<file path="src/design/mc3e_pkg.sv">
`timescale 1ns / 1ps
// ----------------------------------------------------------------------------
// mc3e_pkg: shared types and constants of the 3E request frame builder
// Holds the request kind codes, command words, register indexes and the job
// record that travels from the front end to the byte serializer.
// ----------------------------------------------------------------------------
package mc3e_pkg;

    // Action flag of an input item.
    localparam logic ACT_HEADER = 1'b0;
    localparam logic ACT_VALUE  = 1'b1;

    // Request kinds.
    localparam logic [1:0] KIND_READ_BITS   = 2'd0;
    localparam logic [1:0] KIND_WRITE_BITS  = 2'd1;
    localparam logic [1:0] KIND_READ_WORDS  = 2'd2;
    localparam logic [1:0] KIND_WRITE_WORDS = 2'd3;

    // Command and subcommand words.
    localparam logic [15:0] CMD_READ  = 16'h0401;
    localparam logic [15:0] CMD_WRITE = 16'h1401;
    localparam logic [15:0] SUB_BIT   = 16'h0001;
    localparam logic [15:0] SUB_WORD  = 16'h0000;

    // Device letters that turn a long bit read into a word read.
    localparam logic [7:0] LETTER_X = 8'h58;
    localparam logic [7:0] LETTER_Y = 8'h59;
    localparam logic [7:0] LETTER_M = 8'h4D;

    // Point count limit; larger counts saturate to it.
    localparam logic [10:0] MAX_POINTS = 11'd1024;

    // Fixed part of the request length (request length field counts
    // monitoring time onward: 2 bytes of timer plus 10 bytes of request).
    localparam logic [15:0] LEN_BASE = 16'd12;

    // Frame layout.
    localparam int HEADER_BYTES = 21;
    localparam int IDX_W        = 5;
    localparam logic [IDX_W-1:0] IDX_HEADER_END = IDX_W'(HEADER_BYTES - 1);
    localparam logic [IDX_W-1:0] IDX_WORD_END   = IDX_W'(1);
    localparam logic [IDX_W-1:0] IDX_BYTE_END   = IDX_W'(0);

    // Configuration register indexes.
    localparam int CFG_IDX_W = 3;
    localparam logic [CFG_IDX_W-1:0] REG_SUB_HEADER     = 3'd0;
    localparam logic [CFG_IDX_W-1:0] REG_NETWORK_NUMBER = 3'd1;
    localparam logic [CFG_IDX_W-1:0] REG_PC_NUMBER      = 3'd2;
    localparam logic [CFG_IDX_W-1:0] REG_DEST_MODULE_IO = 3'd3;
    localparam logic [CFG_IDX_W-1:0] REG_STATION_NUMBER = 3'd4;
    localparam logic [CFG_IDX_W-1:0] REG_MONITOR_TIME   = 3'd5;

    // Kind of work the serializer carries out.
    typedef enum logic [1:0] {
        JOB_HEADER,
        JOB_WORD,
        JOB_BYTE
    } t_job_kind;

    // Configuration register set.
    typedef struct packed {
        logic [15:0] sub_header;
        logic [7:0]  network_number;
        logic [7:0]  pc_number;
        logic [15:0] dest_module_io;
        logic [7:0]  station_number;
        logic [15:0] monitor_time;
    } t_cfg;

    // One unit of work for the serializer.
    typedef struct packed {
        t_job_kind   kind;
        logic        is_write;
        logic        sub_word;
        logic [15:0] req_len;
        logic [23:0] start_address;
        logic [7:0]  dev_code;
        logic [10:0] count;
        logic [15:0] value;
        logic        last;
    } t_job;

    // Queue handshake between front end and serializer.
    typedef struct packed {
        logic full;
        logic empty;
    } t_queue_stat;

endpackage

</file>
<file path="src/design/mc3e_request_frame_builder.sv">
`timescale 1ns / 1ps
// ----------------------------------------------------------------------------
// mc3e_request_frame_builder: 3E binary request frame builder
// Turns request headers and write values into the byte stream of a 3E
// binary request frame.
//
// Channel   Direction  Contents
// s_axis    in         tuser: action, request_kind; tdata: device_letter,
//                      dev_code, start_address, point_count, write_value
// m_axis    out        tdata: out_byte; tlast: frame_last
// cfg       in         register index and 16-bit write data, write only
//
// The output delivers one byte per cycle while the receiver keeps tready high: a
// header item makes 21 bytes, a word write value 2 and a bit write pair 1.
// The serializer in mc3e_back sets the sustained rate; the two-entry job
// queue lets the input take items while earlier bytes are still going out.
// Reset is synchronous and active low; it restores the register defaults and
// drops any open request.
// A stall on the output fills the job queue, after which input tready drops.
// ----------------------------------------------------------------------------
module mc3e_request_frame_builder
    import mc3e_pkg::*;
(
    input  logic                 i_clk,
    input  logic                 i_rst_n,
    // Item input.
    input  logic                 i_s_axis_tvalid,
    output logic                 o_s_axis_tready,
    // [7:0] device_letter, [15:8] dev_code, [39:16] start_address,
    // [50:40] point_count, [66:51] write_value, [71:67] zero
    input  logic [71:0]          i_s_axis_tdata,
    // [0] action, [2:1] request_kind
    input  logic [2:0]           i_s_axis_tuser,
    // Byte output.
    output logic                 o_m_axis_tvalid,
    input  logic                 i_m_axis_tready,
    // [7:0] out_byte
    output logic [7:0]           o_m_axis_tdata,
    // frame_last
    output logic                 o_m_axis_tlast,
    // Configuration write port.
    input  logic                 i_cfg_wr_en,
    input  logic [CFG_IDX_W-1:0] i_cfg_index,
    input  logic [15:0]          i_cfg_wdata
);

    t_cfg        r_cfg;
    t_job        w_job;
    t_job        w_head;
    t_queue_stat w_queue;
    logic        w_push;
    logic        w_pop;
    logic        w_in_accept;

    // Configuration registers.
    always_ff @(posedge i_clk) begin
        if (!i_rst_n) begin
            r_cfg.sub_header     <= 16'h5000;
            r_cfg.network_number <= 8'h00;
            r_cfg.pc_number      <= 8'hFF;
            r_cfg.dest_module_io <= 16'h03FF;
            r_cfg.station_number <= 8'h00;
            r_cfg.monitor_time   <= 16'h0010;
        end else if (i_cfg_wr_en) begin
            unique case (i_cfg_index)
                REG_SUB_HEADER:     r_cfg.sub_header     <= i_cfg_wdata;
                REG_NETWORK_NUMBER: r_cfg.network_number <= i_cfg_wdata[7:0];
                REG_PC_NUMBER:      r_cfg.pc_number      <= i_cfg_wdata[7:0];
                REG_DEST_MODULE_IO: r_cfg.dest_module_io <= i_cfg_wdata;
                REG_STATION_NUMBER: r_cfg.station_number <= i_cfg_wdata[7:0];
                REG_MONITOR_TIME:   r_cfg.monitor_time   <= i_cfg_wdata;
                default: ;
            endcase
        end
    end

    // Item classifier.
    mc3e_front u_front (
        .i_clk           (i_clk),
        .i_rst_n         (i_rst_n),
        .i_valid         (i_s_axis_tvalid),
        .o_ready         (o_s_axis_tready),
        .i_action        (i_s_axis_tuser[0]),
        .i_request_kind  (i_s_axis_tuser[2:1]),
        .i_device_letter (i_s_axis_tdata[7:0]),
        .i_dev_code      (i_s_axis_tdata[15:8]),
        .i_start_address (i_s_axis_tdata[39:16]),
        .i_point_count   (i_s_axis_tdata[50:40]),
        .i_write_value   (i_s_axis_tdata[66:51]),
        .i_queue         (w_queue),
        .o_push          (w_push),
        .o_job           (w_job)
    );

    // Job queue.
    mc3e_queue u_queue (
        .i_clk   (i_clk),
        .i_rst_n (i_rst_n),
        .i_push  (w_push),
        .i_job   (w_job),
        .i_pop   (w_pop),
        .o_head  (w_head),
        .o_stat  (w_queue)
    );

    // Byte serializer.
    mc3e_back u_back (
        .i_clk   (i_clk),
        .i_rst_n (i_rst_n),
        .i_cfg   (r_cfg),
        .i_head  (w_head),
        .i_queue (w_queue),
        .o_pop   (w_pop),
        .o_valid (o_m_axis_tvalid),
        .i_ready (i_m_axis_tready),
        .o_byte  (o_m_axis_tdata),
        .o_last  (o_m_axis_tlast)
    );

    assign w_in_accept = i_s_axis_tvalid && o_s_axis_tready;

    // The classifier never writes into a full queue.
    a_no_push_full: assert property (@(posedge i_clk) disable iff (!i_rst_n)
        !(w_push && w_queue.full))
        else $error("job pushed into full queue");

    // The serializer never takes a job from an empty queue.
    a_no_pop_empty: assert property (@(posedge i_clk) disable iff (!i_rst_n)
        !(w_pop && w_queue.empty))
        else $error("job popped from empty queue");

    // Every accepted header item becomes a header job.
    a_header_job: assert property (@(posedge i_clk) disable iff (!i_rst_n)
        (w_in_accept && (i_s_axis_tuser[0] == ACT_HEADER)) |-> w_push)
        else $error("header item produced no job");

    // Reset leaves the queue empty.
    a_reset_empty: assert property (@(posedge i_clk) disable iff (!i_rst_n)
        $past(!i_rst_n) |-> w_queue.empty)
        else $error("queue not empty after reset");

endmodule

</file>
<file path="src/design/mc3e_front.sv">
`timescale 1ns / 1ps
// ----------------------------------------------------------------------------
// mc3e_front: item classifier of the 3E request frame builder
// Accepts header and write value items, tracks the open request and turns
// each item into at most one job for the serializer.
// ----------------------------------------------------------------------------
module mc3e_front
    import mc3e_pkg::*;
(
    input  logic        i_clk,
    input  logic        i_rst_n,
    input  logic        i_valid,
    output logic        o_ready,
    input  logic        i_action,
    input  logic [1:0]  i_request_kind,
    input  logic [7:0]  i_device_letter,
    input  logic [7:0]  i_dev_code,
    input  logic [23:0] i_start_address,
    input  logic [10:0] i_point_count,
    input  logic [15:0] i_write_value,
    input  t_queue_stat i_queue,
    output logic        o_push,
    output t_job        o_job
);

    logic [1:0]  r_active_kind, n_active_kind;
    logic [10:0] r_values_left, n_values_left;
    logic        r_held_bit, n_held_bit;
    logic        r_holding, n_holding;

    logic        w_accept;
    logic [10:0] w_points;
    logic        w_letter_hit;
    logic        w_word_bit_read;
    logic [11:0] w_words;
    logic [11:0] w_half;
    logic [15:0] w_payload;
    logic [10:0] w_left_dec;
    logic        w_bit;

    assign o_ready  = !i_queue.full;
    assign w_accept = i_valid && o_ready;

    // Header arithmetic: saturated count, word-read conversion, length.
    always_comb begin
        w_points        = (i_point_count > MAX_POINTS) ? MAX_POINTS : i_point_count;
        w_letter_hit    = (i_device_letter == LETTER_X) || (i_device_letter == LETTER_Y)
                          || (i_device_letter == LETTER_M);
        w_word_bit_read = (i_request_kind == KIND_READ_BITS) && (w_points > 11'd8)
                          && w_letter_hit;
        w_words         = (12'(w_points) + 12'd15) >> 4;
        w_half          = (12'(w_points) + 12'd1) >> 1;
        case (i_request_kind)
            KIND_WRITE_BITS:  w_payload = 16'(w_half);
            KIND_WRITE_WORDS: w_payload = {4'b0, w_points, 1'b0};
            default:          w_payload = 16'd0;
        endcase
        w_left_dec = r_values_left - 11'd1;
        w_bit      = i_write_value[0];
    end

    // Request tracking and job generation.
    always_comb begin
        n_active_kind = r_active_kind;
        n_values_left = r_values_left;
        n_held_bit    = r_held_bit;
        n_holding     = r_holding;
        o_push        = 1'b0;
        o_job         = '0;
        o_job.value   = i_write_value;

        if (w_accept) begin
            if (i_action == ACT_HEADER) begin
                n_active_kind       = i_request_kind;
                n_values_left       = i_request_kind[0] ? w_points : 11'd0;
                n_held_bit          = 1'b0;
                n_holding           = 1'b0;
                o_push              = 1'b1;
                o_job.kind          = JOB_HEADER;
                o_job.is_write      = i_request_kind[0];
                o_job.sub_word      = i_request_kind[1] || w_word_bit_read;
                o_job.req_len       = LEN_BASE + w_payload;
                o_job.start_address = i_start_address;
                o_job.dev_code      = i_dev_code;
                o_job.count         = w_word_bit_read ? 11'(w_words) : w_points;
                o_job.last          = !(i_request_kind[0] && (w_points != 11'd0));
            end else if (r_values_left != 11'd0) begin
                n_values_left = w_left_dec;
                if (r_active_kind == KIND_WRITE_WORDS) begin
                    o_push     = 1'b1;
                    o_job.kind = JOB_WORD;
                    o_job.last = (w_left_dec == 11'd0);
                end else if (r_active_kind != KIND_WRITE_BITS) begin
                    n_values_left = 11'd0;
                end else if (r_holding) begin
                    // Second point of a pair completes the byte.
                    n_holding   = 1'b0;
                    n_held_bit  = 1'b0;
                    o_push      = 1'b1;
                    o_job.kind  = JOB_BYTE;
                    o_job.value = {8'd0, 3'd0, r_held_bit, 3'd0, w_bit};
                    o_job.last  = (w_left_dec == 11'd0);
                end else if (w_left_dec == 11'd0) begin
                    // Odd count: the final point gets a byte of its own.
                    o_push      = 1'b1;
                    o_job.kind  = JOB_BYTE;
                    o_job.value = {8'd0, 3'd0, w_bit, 4'd0};
                    o_job.last  = 1'b1;
                end else begin
                    n_held_bit = w_bit;
                    n_holding  = 1'b1;
                end
            end
        end
    end

    always_ff @(posedge i_clk) begin
        if (!i_rst_n) begin
            r_active_kind <= KIND_READ_BITS;
            r_values_left <= 11'd0;
            r_held_bit    <= 1'b0;
            r_holding     <= 1'b0;
        end else begin
            r_active_kind <= n_active_kind;
            r_values_left <= n_values_left;
            r_held_bit    <= n_held_bit;
            r_holding     <= n_holding;
        end
    end

endmodule

</file>
<file path="src/design/mc3e_queue.sv">
`timescale 1ns / 1ps
// ----------------------------------------------------------------------------
// mc3e_queue: two-entry job queue
// Decouples the item classifier from the byte serializer so either side can
// stall without holding up the other until the queue runs full or empty.
// ----------------------------------------------------------------------------
module mc3e_queue
    import mc3e_pkg::*;
(
    input  logic        i_clk,
    input  logic        i_rst_n,
    input  logic        i_push,
    input  t_job        i_job,
    input  logic        i_pop,
    output t_job        o_head,
    output t_queue_stat o_stat
);

    localparam int DEPTH = 2;

    t_job        r_mem [DEPTH];
    logic        r_wr_ptr, n_wr_ptr;
    logic        r_rd_ptr, n_rd_ptr;
    logic [1:0]  r_count, n_count;

    // Occupancy and pointer update.
    always_comb begin
        n_wr_ptr = i_push ? !r_wr_ptr : r_wr_ptr;
        n_rd_ptr = i_pop ? !r_rd_ptr : r_rd_ptr;
        case ({i_push, i_pop})
            2'b10:   n_count = r_count + 2'd1;
            2'b01:   n_count = r_count - 2'd1;
            default: n_count = r_count;
        endcase
    end

    assign o_stat.full  = (r_count == 2'(DEPTH));
    assign o_stat.empty = (r_count == 2'd0);
    assign o_head       = r_mem[r_rd_ptr];

    always_ff @(posedge i_clk) begin
        if (!i_rst_n) begin
            r_wr_ptr <= 1'b0;
            r_rd_ptr <= 1'b0;
            r_count  <= 2'd0;
        end else begin
            r_wr_ptr <= n_wr_ptr;
            r_rd_ptr <= n_rd_ptr;
            r_count  <= n_count;
        end
    end

    // Job storage.
    always_ff @(posedge i_clk) begin
        if (i_push) begin
            r_mem[r_wr_ptr] <= i_job;
        end
    end

endmodule

</file>
<file path="src/design/mc3e_back.sv">
`timescale 1ns / 1ps
// ----------------------------------------------------------------------------
// mc3e_back: byte serializer of the 3E request frame builder
// Walks the job at the head of the queue one byte per cycle, while the output
// is not stalled, into a registered output stage.
// ----------------------------------------------------------------------------
module mc3e_back
    import mc3e_pkg::*;
(
    input  logic        i_clk,
    input  logic        i_rst_n,
    input  t_cfg        i_cfg,
    input  t_job        i_head,
    input  t_queue_stat i_queue,
    output logic        o_pop,
    output logic        o_valid,
    input  logic        i_ready,
    output logic [7:0]  o_byte,
    output logic        o_last
);

    logic [IDX_W-1:0] r_idx, n_idx;
    logic             r_out_valid, n_out_valid;
    logic [7:0]       r_out_byte;
    logic             r_out_last;

    logic             w_load;
    logic [7:0]       w_byte;
    logic             w_end;
    logic [15:0]      w_cmd;
    logic [15:0]      w_sub;

    assign w_load = !i_queue.empty && (!r_out_valid || i_ready);
    assign o_pop  = w_load && w_end;

    // Byte selection for the current position of the head job.
    always_comb begin
        w_cmd  = i_head.is_write ? CMD_WRITE : CMD_READ;
        w_sub  = i_head.sub_word ? SUB_WORD : SUB_BIT;
        w_byte = i_head.value[7:0];
        w_end  = 1'b1;
        case (i_head.kind)
            JOB_HEADER: begin
                w_end = (r_idx == IDX_HEADER_END);
                case (r_idx)
                    5'd0:    w_byte = i_cfg.sub_header[15:8];
                    5'd1:    w_byte = i_cfg.sub_header[7:0];
                    5'd2:    w_byte = i_cfg.network_number;
                    5'd3:    w_byte = i_cfg.pc_number;
                    5'd4:    w_byte = i_cfg.dest_module_io[7:0];
                    5'd5:    w_byte = i_cfg.dest_module_io[15:8];
                    5'd6:    w_byte = i_cfg.station_number;
                    5'd7:    w_byte = i_head.req_len[7:0];
                    5'd8:    w_byte = i_head.req_len[15:8];
                    5'd9:    w_byte = i_cfg.monitor_time[7:0];
                    5'd10:   w_byte = i_cfg.monitor_time[15:8];
                    5'd11:   w_byte = w_cmd[7:0];
                    5'd12:   w_byte = w_cmd[15:8];
                    5'd13:   w_byte = w_sub[7:0];
                    5'd14:   w_byte = w_sub[15:8];
                    5'd15:   w_byte = i_head.start_address[7:0];
                    5'd16:   w_byte = i_head.start_address[15:8];
                    5'd17:   w_byte = i_head.start_address[23:16];
                    5'd18:   w_byte = i_head.dev_code;
                    5'd19:   w_byte = i_head.count[7:0];
                    default: w_byte = {5'd0, i_head.count[10:8]};
                endcase
            end
            JOB_WORD: begin
                w_end  = (r_idx == IDX_WORD_END);
                w_byte = (r_idx == IDX_BYTE_END) ? i_head.value[7:0] : i_head.value[15:8];
            end
            default: begin
                w_end  = 1'b1;
                w_byte = i_head.value[7:0];
            end
        endcase
    end

    // Position counter and output stage control.
    always_comb begin
        n_idx       = r_idx;
        n_out_valid = r_out_valid;
        if (r_out_valid && i_ready) begin
            n_out_valid = 1'b0;
        end
        if (w_load) begin
            n_out_valid = 1'b1;
            n_idx       = w_end ? '0 : r_idx + IDX_W'(1);
        end
    end

    always_ff @(posedge i_clk) begin
        if (!i_rst_n) begin
            r_idx       <= '0;
            r_out_valid <= 1'b0;
        end else begin
            r_idx       <= n_idx;
            r_out_valid <= n_out_valid;
        end
    end

    // Output payload.
    always_ff @(posedge i_clk) begin
        if (w_load) begin
            r_out_byte <= w_byte;
            r_out_last <= w_end && i_head.last;
        end
    end

    assign o_valid = r_out_valid;
    assign o_byte  = r_out_byte;
    assign o_last  = r_out_last;

endmodule

</file>
<file path="config.mk">
export PLATFORM = sky130hd
export DESIGN_NAME = mc3e_request_frame_builder
export DESIGN_NICKNAME = d
export VERILOG_FILES = /design/src/design/mc3e_pkg.sv /design/src/design/mc3e_request_frame_builder.sv /design/src/design/mc3e_front.sv /design/src/design/mc3e_queue.sv /design/src/design/mc3e_back.sv
export SDC_FILE = /design/constraint.sdc
export NUM_CORES = 1
export LEC_CHECK = 0
export ABC_CLOCK_PERIOD_IN_PS = 16500
export BUFFER_PORTS_ARGS = -buffer_cell sky130_fd_sc_hd__buf_2
export CAP_MARGIN = 20
export CORE_MARGIN = 3
export CORE_UTILIZATION = 35
export CTS_BUF_LIST = sky130_fd_sc_hd__clkbuf_4 sky130_fd_sc_hd__clkbuf_8 sky130_fd_sc_hd__clkbuf_16
export CTS_CLUSTER_SIZE = 30
export DETAILED_ROUTE_END_ITERATION = 16
export SYNTH_ARGS = -nofsm -noshare
export SYNTH_HDL_FRONTEND = slang
export SYNTH_SLANG_ARGS = --single-unit
</file>
<file path="constraint.sdc">
create_clock -name i_clk -period 16.5 [get_ports i_clk]
set_input_delay 0.825 -clock i_clk [delete_from_list [all_inputs] [get_ports i_clk]]
set_output_delay 0.825 -clock i_clk [all_outputs]
set_load 0.02 [all_outputs]
</file>
==> flow_metrics.py <==
metrics = {
    "detailed_routing": {
        "final_antenna_net_count": 0,
        "drt_iter0_drc": 861,
        "dr.pass1.iters": 5,
        "vias": 9574,
        "wirelength_microns": 34800,
        "routed_via_density": 5.47,
        "drc_errors": 0,
        "wire_per_inst_microns": 19.9,
    },
    "cts": {
        "postCtsHoldBufs": 0,
        "clkSinkCount": 261,
        "cts_setup_buffers": 0,
        "clk_pin_slew_ns": 0.06,
        "ctsResizeCount": 0,
        "cts_tree": "built",
        "htree_levels": 1,
        "insertion_delay_ns": 0.55,
        "numCtsBuffers": 29,
        "root_buffer": "clkbuf_16",
        "clockBufferDepth": 3,
    },
    "yosys": {
        "syn_avg_cell_area_sq_um": 10.4,
        "synth_xor_area_share_pct": 1.13,
        "yosys.area_share.simple_pct": 20.0,
        "synth_top_family_by_area": "simple AND/OR/NAND/NOR gates",
        "synth_edf_count": 163,
        "synth_top_flop_cell": "edfxtp_1",
        "synth-compound-area-share_pct": 14.0,
        "netlist_instances": 1189,
        "netlist_area_sq_mm": 0.0124,
        "ys_ff_latch": 261,
        "seq_area_frac_synth_pct": 55.3,
        "synthMuxAreaShare_pct": 5.36,
        "synthArstFlopShare_pct": 0,
        "synth_adder_area_share_pct": 1.11,
        "ys_warn_count": 0,
        "synth.distinct_cells": 86,
    },
    "global_routing": {
        "grt_util_met3_pct": 2.69,
        "antenna_found_initial": 0,
        "overflow": 0,
        "grtUsageMet1_pct": 24.9,
        "gr-usage-met2_pct": 28.6,
        "grt_pass1_vias": 9104,
        "grt_usage_pct": 17.6,
        "grt_busiest_layer": "met2",
        "grt_first_pass_wirelength_microns": 53400,
        "grt_max_degree": 78,
    },
    "timing": {
        "fin_crit_ns": 3.41,
        "hold_viol": 0,
        "fin_skew_ns": 0.0268,
        "post-route-period-util_pct": 20.7,
        "rsz0062_at_grt": "no",
        "fmax_mhz": 293,
        "setup_violations": 0,
        "maxSlewHeadroom_pct": 28.4,
        "worst_pin_slew_ns": 1.07,
        "fin_tns_setup_ns": 0,
        "finalMaxSlewViolations": 0,
    },
    "min_path": {
        "min_path_type": "register to register",
        "hp-start": "r_cfg[54]",
    },
    "setup_path": {
        "rr_startpoint": "u_front.r_values_left[0]",
        "crit_chain": "inv_1 -> ha_1 -> or3b_2 -> nor3_1 -> nand2_1 -> a31oi_1 -> a31oi_1 -> nor2_4 -> buf_4",
        "critPathMostFrequentCell": "a31oi_1",
        "crit_family": "simple AND/OR/NAND/NOR gates",
        "startpoint_type": "register",
        "startpoint": "u_front.r_values_left[0]",
        "cp_slowest_cell": "buf_4",
        "end_kind": "register",
        "path_buf_inv": 2,
        "cp.arrival_ns": 3.55,
        "worstPathRequired_ns": 16.64,
        "cp_max_fo": 77,
        "path_class": "register to register",
        "slowest_delay_ns": 0.81,
    },
    "finish": {
        "area_delta_synth_final_pct": 16.5,
        "final_cell_mix": "206 x nand2_1, 163 x edfxtp_1, 105 x buf_2",
        "fillCellCount": 3360,
        "layout-drive-gt1-share_pct": 19.8,
        "final_common_cell": "nand2_1",
        "insertedDiodeCount": 0,
        "final_nets": 1382,
        "finalInstanceArea_sq_mm": 0.0145,
    },
    "floorplanning": {
        "die_h_microns": 194,
        "io-pin-count": 110,
        "start_util_pct": 35.7,
        "die_area_sq_mm": 0.0377,
        "num_rows": 68,
        "core_sq_mm": 0.0347,
        "die_w_microns": 194,
    },
    "placement": {
        "place_area_sq_mm": 0.0134,
        "io_buffers": 104,
        "gp_congestion": 0.887,
        "dp_hpwl_microns": 23500,
    },
    "power_and_ir_drop": {
        "swShare_pct": 30.1,
        "p_seq_share_pct": 41.9,
        "power.internal_mw": 1.39,
        "powerDensity_mw_per_mm2": 138,
        "power_leakage_nw": 5.18,
        "vdd_drop_max_mv": 0.0836,
        "p_clk_share_pct": 34.7,
        "switchingPower_mw": 0.599,
        "combPwrFrac_pct": 23.4,
    },
    "run_status": {
        "status": "finished, final reports clean",
    },
    "flow_run": {
        "drv_cap": 0,
    },
}
## per-layer routing
layer  part of all wire (%)  routed length [microns]  vias to the layer above
met5                      0                        0                        -
met4                    2.3                      807                        0
met3                    5.2                     1810                       47
met2                     47                    16300                      263
met1                     46                    15900                     4697
li1                       -                        -                     4567
## worst min-delay path, stage by stage (launching register included)
cell     delay (ns)
dfxtp_1        0.31
nand2_1        0.05
a21oi_1        0.05
## power groups by stage
stage          logic [mW]  clock network [mW]  registers (mW)
2_1_floorplan       0.318                   0           0.837
4_1_cts             0.467               0.702           0.833
3_3_place_gp        0.461                   0           0.844
3_5_place_dp        0.464                   0           0.847
6_report            0.465               0.691           0.833
5_1_grt             0.504               0.729           0.842
## cells in the mapped netlist, types with 11 or more instances
| library cell | count | area (sq um) |
|---|---|---|
| nand3_1 | 45 | 225 |
| nand4_1 | 13 | 81.3 |
| ha_1 | 11 | 138 |
| clkbuf_1 | 57 | 214 |
| a21oi_1 | 77 | 385 |
| nor2b_1 | 13 | 81.3 |
| o221ai_1 | 12 | 105 |
| a22oi_1 | 35 | 263 |
| mux2i_1 | 26 | 260 |
| mux2_2 | 36 | 405 |
| a221oi_1 | 14 | 123 |
| dfxtp_1 | 98 | 1960 |
| nand2b_1 | 15 | 93.8 |
| o21ai_0 | 22 | 110 |
| nor3_1 | 15 | 75.1 |
| nor2_1 | 60 | 225 |
| inv_1 | 18 | 67.6 |
| edfxtp_1 | 163 | 4890 |
| and2_1 | 51 | 319 |
| nand2_1 | 206 | 773 |
## cells by family after synthesis
kind of cell | Yosys count
compound gates | 247
xor+xnor | 16
simple gates | 494
mux | 62
fa+ha+maj | 11
other cells | 1
buf+inv | 97
flops | 261
## state kept, by name, summed over array words and instances (netlist names), named ones only
signal	count
u_front.r_active_kind	2
u_queue.r_wr_ptr	1
u_queue.r_rd_ptr	1
u_front.r_values_left	11
u_queue.r_count	2
u_front.r_holding	1
u_back.o_valid	1
r_cfg	72
u_queue.r_mem	154
u_back.o_byte	8
u_front.r_held_bit	1
u_back.r_idx	5
u_back.o_last	1
## per-stage QoR
step / setup WS, ns / total power [mW] / hold slack (ns) / cells / util (%)
global placement: 12.88 / 1.31 / 0.440 / 1693 / 38.6
CTS: 13.11 / 2.00 / 0.456 / 1747 / 41.6
finish: 13.09 / 1.99 / 0.456 / 1750 / 41.7
floorplan: 11.07 / 1.15 / 0.433 / 1190 / -
global route: 12.83 / 2.08 / 0.470 / 1750 / 41.7
detailed placement: 12.80 / 1.31 / 0.447 / 1693 / 38.6
## path summary, 6_finish.rpt
| kind | to | slack (ns) | depth (start not counted) |
|---|---|---|---|
| max | u_queue.r_mem[0][39] | 13.09 | 9 |
| min | r_cfg[54] | 0.46 | 2 |
| max reg2reg | u_queue.r_mem[0][39] | 13.09 | 9 |
| min reg2reg | r_cfg[54] | 0.46 | 2 |
## final cells by class
class	instances	area (sq um)	share of cell area, %
clock buffer	41	860	5.94
clock inverter	13	186	1.29
inverter	20	75.1	0.519
multi-input combinational	832	5220	36.1
sequential	261	6860	47.4
tap	455	569	3.94
timing repair buffer	128	696	4.81
Power figures use the tool's default switching activity.
